**config.mk**
```make
export PLATFORM = sky130hd
export DESIGN_NAME = tccs_addr_alu
export DESIGN_NICKNAME = d
export VERILOG_FILES = /design/src/hw/rtl/tccs_addr_alu.sv
export SDC_FILE = /design/constraint.sdc
export NUM_CORES = 1
export LEC_CHECK = 0
export BUFFER_PORTS_ARGS = -buffer_cell sky130_fd_sc_hd__buf_4
export CELL_PAD_IN_SITES_DETAIL_PLACEMENT = 0
export CELL_PAD_IN_SITES_GLOBAL_PLACEMENT = 2
export CORE_MARGIN = 4
export CORE_UTILIZATION = 28
export DETAILED_ROUTE_END_ITERATION = 7
export GPL_ROUTABILITY_DRIVEN = 0
export GPL_TIMING_DRIVEN = 0
export PLACE_DENSITY = 0.95
export REMOVE_ABC_BUFFERS = 1
export SYNTH_ARGS = -nofsm -noshare
export SYNTH_HDL_FRONTEND = slang
export SYNTH_SLANG_ARGS = --single-unit
export TNS_END_PERCENT = 1
```
**constraint.sdc**
```tcl
create_clock -name vclk -period 4
set_clock_uncertainty 0.05 [all_clocks]
set_input_delay 0.4 -clock vclk [all_inputs]
set_output_delay 0.4 -clock vclk [all_outputs]
set_load 0.02 [all_outputs]
```
**src/hw/rtl/tccs_addr_alu.sv**
```systemverilog
// Shared address adder of the console unit: sum = a + b, minus one on request.
// Used for cell addresses, scroll destinations and the linear cursor position.
// No dependencies.
module tccs_addr_alu #(
  parameter int unsigned W = 12
) (
  input  logic [W-1:0] a_i,
  input  logic [W-1:0] b_i,
  input  logic         dec_i,
  output logic [W-1:0] sum_o
);

  assign sum_o = a_i + b_i - W'(dec_i);

endmodule

```
# Word level (Yosys, flattened, before mapping)
# Index checks and enable logic that the tools add are counted.
[totals]
ff_bits = 0
out_inout_bits = 12
input_bits = 25
elab_cells = 2
[classes]
addsub = 2
[ops]
columns = ["op", "count"]
rows = [
  ["adder 12 bit", 1],
  ["subtractor 12 x 1 -> 12 bit", 1],
]

# Logic depth before layout (Yosys ltp)
# Gate-level depths: netlist of the first run.
[depth]
word_depth = 2
ltp_mapped = 10
mapped_depth_nobuf = 10

# Worst setup path before layout of the first run
# No wires, ideal clock.
[synth_path]
path_kind = "input -> output"
startpoint = "in b_i[0]"
endpoint = "out sum_o[8]"
n_path_buf = 0
t_required_ns = 3.550
setup_slack_ns = 1.033
path_stages = 10
t_arrival_ns = 2.517
cell_sequence = "inv_1 > ha_1 > inv_1 > ha_1 > fa_1 > a211oi_1 > nor2_1 > o21a_1 > o41a_1 > xor2_1"
[synth_via]
elab_chain_cells = 2
[synth_lines]
columns = ["item", "line_no", "source"]
rows = [
  ["start: declaration", "8", "input logic [W-1:0] b_i,"],
  ["adder 12 bit", "13", "assign sum_o = a_i + b_i - W'(dec_i);"],
  ["subtractor 12 x 1 -> 12 bit", "13", ""],
  ["end: declaration", "10", "output logic [W-1:0] sum_o"],
]
# No other way between the ends.

# Worst setup path after layout of the first run
[layout_path]
startpoint = "in dec_i"
endpoint = "out sum_o[8]"
[layout_via]
elab_chain_cells = 1
[layout_lines]
columns = ["item", "line_no", "source"]
rows = [
  ["start: declaration", "9", "input logic dec_i,"],
  ["subtractor 12 x 1 -> 12 bit", "13", ""],
]
# No other way between the ends.

==> flow_summary.ini, run 1 <==
[worst_setup_path]
setup.worst_path.end_class = primary output
worst_setup_path_start_kind = input pin
critical_path_required_ns = 3.55
arrival_ns = 2.72
timing.setup.critical_path_class = in -> out
crit_fanout = 3

[floorplan]
core.rowCount = 19
fp.dieArea_um2 = 3805
boundaryPins = 37
floorplan.core_area_um2 = 2758
initial_core_util = 0.2926
chipWidth_um = 61.69
die_h_um = 61.69

[final_layout]
n_antenna_cell = 0
instances_no_fill = 181
area_growth_pct = 39.23
design.seq.count = 0
layout.area.seq_um2 = 0
nets = 200
post_route_cells_drive_above_1_share = 0.2733
layout.clock_buffers = 0

[placement]
place.port_buffers = 37
detailed_place_hpwl_um = 1453
placed_cells_incl_taps = 181

[global_routing]
overflow = 0
number_of_global_route_vias_before_repair = 685
globalRouteTotalUtil = 0.08273
global_route_wire_length_before_repair_um = 2559
grt_max_degree = 7
antenna_found_initial = 0

[pwr]
power.static_leakage_nw = 0.6668
power_density_relative_to_cell_area_nw_per_um2 = 250.3
post-layout-total-power_mw = 0.2813
max-vdd-ir-drop_uv = 170.8

[clock_network]
cts_repair_resize_count = 0
post-cts-setup-buffer-count = 0
ctsHoldBuffers = 0

[yosys]
yosysTopAreaCellShare = 0.3411
synth_top_cells_by_area = ha_1, inv_1, xnor2_1
post-synth-top-area-cell = ha_1
synth_cell_types = 24
yosysSeqAreaShare = 0
syn-instance-count = 113
yosysWarnings = 0
synth_top_cells_by_count = inv_1, ha_1, xnor2_1
synthesis.area_um2 = 807.0
synth_area_per_cell_um2 = 7.142
yosysMostFrequentCell = inv_1

[drt]
vias = 805
remaining_drc_errors = 0
wirelength_um = 1543
ant_nets = 0
drt_pre_antenna_iters = 2
drt-initial-drc-count = 1
vias_per_instance = 4.448
post_drt_wl_per_cell_um = 8.525

[timing]
layout_worst_path_cycle_share = 0.7925
max-slew-margin-rel = 0.7764
maxSlewViolCount = 0
period_minus_slack_ns = 3.170
rsz_0062_raised_after_global_routing = false
fmax_mhz = 315.4
tightest_slew_ns = 0.3354
hold_viol = 0
finalSetupViolations = 0
setup-tns-final_ns = 0

[run]
drv.max_cap_violation_count = 0

[min_path]
min_path_type = in -> out

[run_status]
run_status = finished clean
cells by family after synthesis:
| logic type | synth area share |
|---|---|
| and+or+nand+nor | 0.1070 |
| adders and majority gates | 0.3659 |
| buffers and inverters | 0.1953 |
| AOI/OAI and AO/OA | 0.2124 |
| xor gates and xnor gates | 0.1194 |
worst paths after layout:
kind	end	slack (ns)	start	depth (start not counted)
max	sum_o[8]	0.83	dec_i	11
min	sum_o[0]	1.09	a_i[0]	3
power by group:
part | total [mW] | internal [mW] | switching, mW
logic | 0.281 | 0.133 | 0.148
clock network | 0 | 0 | 0
registers | 0 | 0 | 0
final cells by class:
class / count / area (um2)
tap: 31 / 38.79
fill: 310 / 1634
inverter: 42 / 157.7
multi-input combinational: 71 / 649.4
timing repair buffer: 37 / 277.8
critical path, cell delays in order:
cell and delay, ns:
buf_4 0.11, ha_1 0.25, inv_1 0.04, ha_1 0.20, fa_1 0.43, a211oi_1 0.32
nor2_1 0.12, o21a_1 0.20, o41a_1 0.32, xor2_1 0.16, buf_4 0.17
per-layer routing:
metal / routed length, um / vias to the layer above / GRT usage
met5: 0 / - / 0
met2: 810 / 21 / 0.1629
met1: 629 / 350 / 0.1060
li1: - / 434 / -
met4: 0 / 0 / 0
met3: 103 / 0 / 0
through the flow:
stage          setup WS, ns  area (um2)  utilization  hold slack [ns]
2_1_floorplan         1.033       807.0            -           0.9604
3_3_place_gp         0.8753        1124       0.4074            1.074
3_5_place_dp         0.8477        1124       0.4074            1.085
4_1_cts              0.8220        1124       0.4074            1.091
5_1_grt              0.6957        1124       0.4074            1.107
6_report             0.8299        1124       0.4074            1.087
placed cells by master, fill, tap and decap left out:
| cell | Yosys | routed |
|---|---|---|
| a2111oi_4 | 1 | 1 |
| a211oi_1 | 2 | 2 |
| a21boi_1 | 1 | 1 |
| a21o_1 | 3 | 3 |
| a21oi_1 | 6 | 6 |
| a21oi_2 | 1 | 1 |
| a41oi_2 | 1 | 1 |
| and2_1 | 3 | 3 |
| and3_1 | 1 | 1 |
| and3_4 | 1 | 1 |
| buf_4 | 0 | 37 |
| fa_1 | 1 | 1 |
| ha_1 | 22 | 22 |
| inv_1 | 42 | 42 |
| nand2_1 | 1 | 1 |
| nand3b_1 | 1 | 1 |
| nand4_1 | 1 | 1 |
| nor2_1 | 6 | 6 |
| nor3_1 | 2 | 2 |
| o211ai_1 | 1 | 1 |
| o21a_1 | 2 | 2 |
| o21ai_0 | 2 | 2 |
| o41a_1 | 1 | 1 |
| xnor2_1 | 8 | 8 |
| xor2_1 | 3 | 3 |
Note: power is estimated with default switching activity, not from simulation.
==> run 2: changes to the inputs <==
Settings changed: CORE_UTILIZATION 28 to 23, PLACE_DENSITY 0.95 to 0.91.
Clock period 4 ns to 2.65 ns, I/O delays scaled along.
==> run 2 against run 1 <==
Combinational power is 65% higher. Via count is 2.2% higher. Cell count is 9.9% higher. First-iteration DRC count grew to 5.0 times the previous value. Utilization shrank 4.2 points. Cell area is 9.2% higher. Sequential cell count is the same. Power increased by 65%. Count of clock-buffer cells in the layout unchanged. Worst hold slack worse by 0.27 ns. Critical path depth grew 1. Global-route usage shrank 0.53 points.
==> flow_summary.ini, run 2 (same netlist as run 1, synthesis figures left out) <==
[final_layout]
area_growth_pct = 52.09
layout_commonest_cell = inv_1
final_area_um2 = 1227
layout.area.seq_um2 = 0
nets = 203
post_route_cells_drive_above_1_share = 0.3529
n_antenna_cell = 0
layout.cells.most_common_list = inv_1, buf_4, ha_1, xnor2_1
layout.clock_buffers = 0
multi_input_area_um2 = 701.9
final.fill_count = 398
instances_no_fill = 199
fin_util = 0.3650
design.seq.count = 0

[worst_setup_path]
worst_setup_path_startpoint = b_i[0]
critical_path_required_ns = 2.34
crit_fanout = 2
setup.worst_path.end_class = primary output
arrival_ns = 2.32
timing.setup.critical_path_class = in -> out
worst_setup_path_start_kind = input pin

[run_status]
run_status = finished clean

[global_routing]
grt_max_degree = 7
number_of_global_route_vias_before_repair = 817
globalRouteTotalUtil = 0.07743
global_route_wire_length_before_repair_um = 2967
overflow = 0
antenna_found_initial = 0

[floorplan]
die_h_um = 67.24
core.rowCount = 21
fp.dieArea_um2 = 4521
chipWidth_um = 67.24
initial_core_util = 0.2400
floorplan.core_area_um2 = 3363
boundaryPins = 37

[clock_network]
ctsHoldBuffers = 0

[min_path]
min_delay_worst_endpoint = sum_o[0]
hold_start = a_i[0]
whs_path_depth = 3
min_path_type = in -> out

[timing]
setup_ws_ns = 0.01436
layout_worst_path_cycle_share = 0.9946
finalSetupViolations = 0
maxSlewViolCount = 0
setup-tns-final_ns = 0
hold_viol = 0
period_minus_slack_ns = 2.636
max-slew-margin-rel = 0.7768
fmax_mhz = 379.4
rsz_0062_raised_after_global_routing = true
tightest_slew_ns = 0.3348

[drt]
drt-initial-drc-count = 5
remaining_drc_errors = 0
vias_per_instance = 4.136
drt_pre_antenna_iters = 3
vias = 823
wirelength_um = 1833
post_drt_wl_per_cell_um = 9.211
ant_nets = 0

[run]
drv.max_cap_violation_count = 0

[placement]
postPlaceCellArea_um2 = 1142
detailed_place_hpwl_um = 1581
pre_cts_ws_ns = -0.2325
place.port_buffers = 37
placed_cells_incl_taps = 196

[pwr]
power_density_relative_to_cell_area_nw_per_um2 = 377.2
power.static_leakage_nw = 0.6820
max-vdd-ir-drop_uv = 254.3
[run 2: where the power goes]
group / internal [mW] / switching, mW / leakage, nW
Sequential: 0 / 0 / 0
Clock: 0 / 0 / 0
Combinational: 0.221 / 0.242 / 0.682
Total: 0.221 / 0.242 / 0.682
[run 2: per-layer routing]
layer | part of all wire | vias to the layer above | track usage
met4 | 0 | 0 | 0
met1 | 0.45 | 354 | 0.09064
met2 | 0.47 | 27 | 0.1583
li1 | - | 442 | -
met5 | 0 | - | 0
met3 | 0.079 | 0 | 0.006656
[run 2: metrics by stage]
stage	hold WS (ns)	power, mW
final	0.8170	0.4630
after global routing	0.8287	0.5122
after CTS	0.8233	0.4555
after detailed placement	0.8249	0.4332
after global placement	0.8042	0.4292
after floorplan	0.6904	0.2830
[run 2: worst max-delay path by stage]
stage                           to  slack (ns)  depth (start not counted)
final                     sum_o[8]        0.01                         12
after global routing      sum_o[8]       -0.09                         12
after CTS                 sum_o[8]       -0.01                         11
after detailed placement  sum_o[8]       -0.23                         11
after global placement    sum_o[8]       -0.22                         11
after floorplan           sum_o[8]       -0.05                         10
[run 2: worst max-delay path: stages]
cell and delay (ns):
buf_6 0.07, inv_4 0.03, ha_4 0.25, inv_2 0.04, ha_4 0.15, fa_2 0.37, a211oi_4 0.27, nor2_2 0.06
o21a_1 0.19, o41a_1 0.32, xor2_1 0.15, buf_4 0.16
[run 2: final cells by class]
class / instances / share of cell area
multi-input cells: 71 / 0.5719
well taps: 46 / 0.04689
inverters: 42 / 0.1305
repair buffers: 40 / 0.2508
[run 2: timing repair]
| action | in CTS | in global routing |
|---|---|---|
| endpoints found under the hold margin | 0 | 0 |
| buffers inserted | 3 | 0 |
| resized for setup | 9 | 6 |
| cloned | 0 | 0 |
| endpoints found under the setup margin | 4 | 4 |
| pin swaps | 4 | 7 |
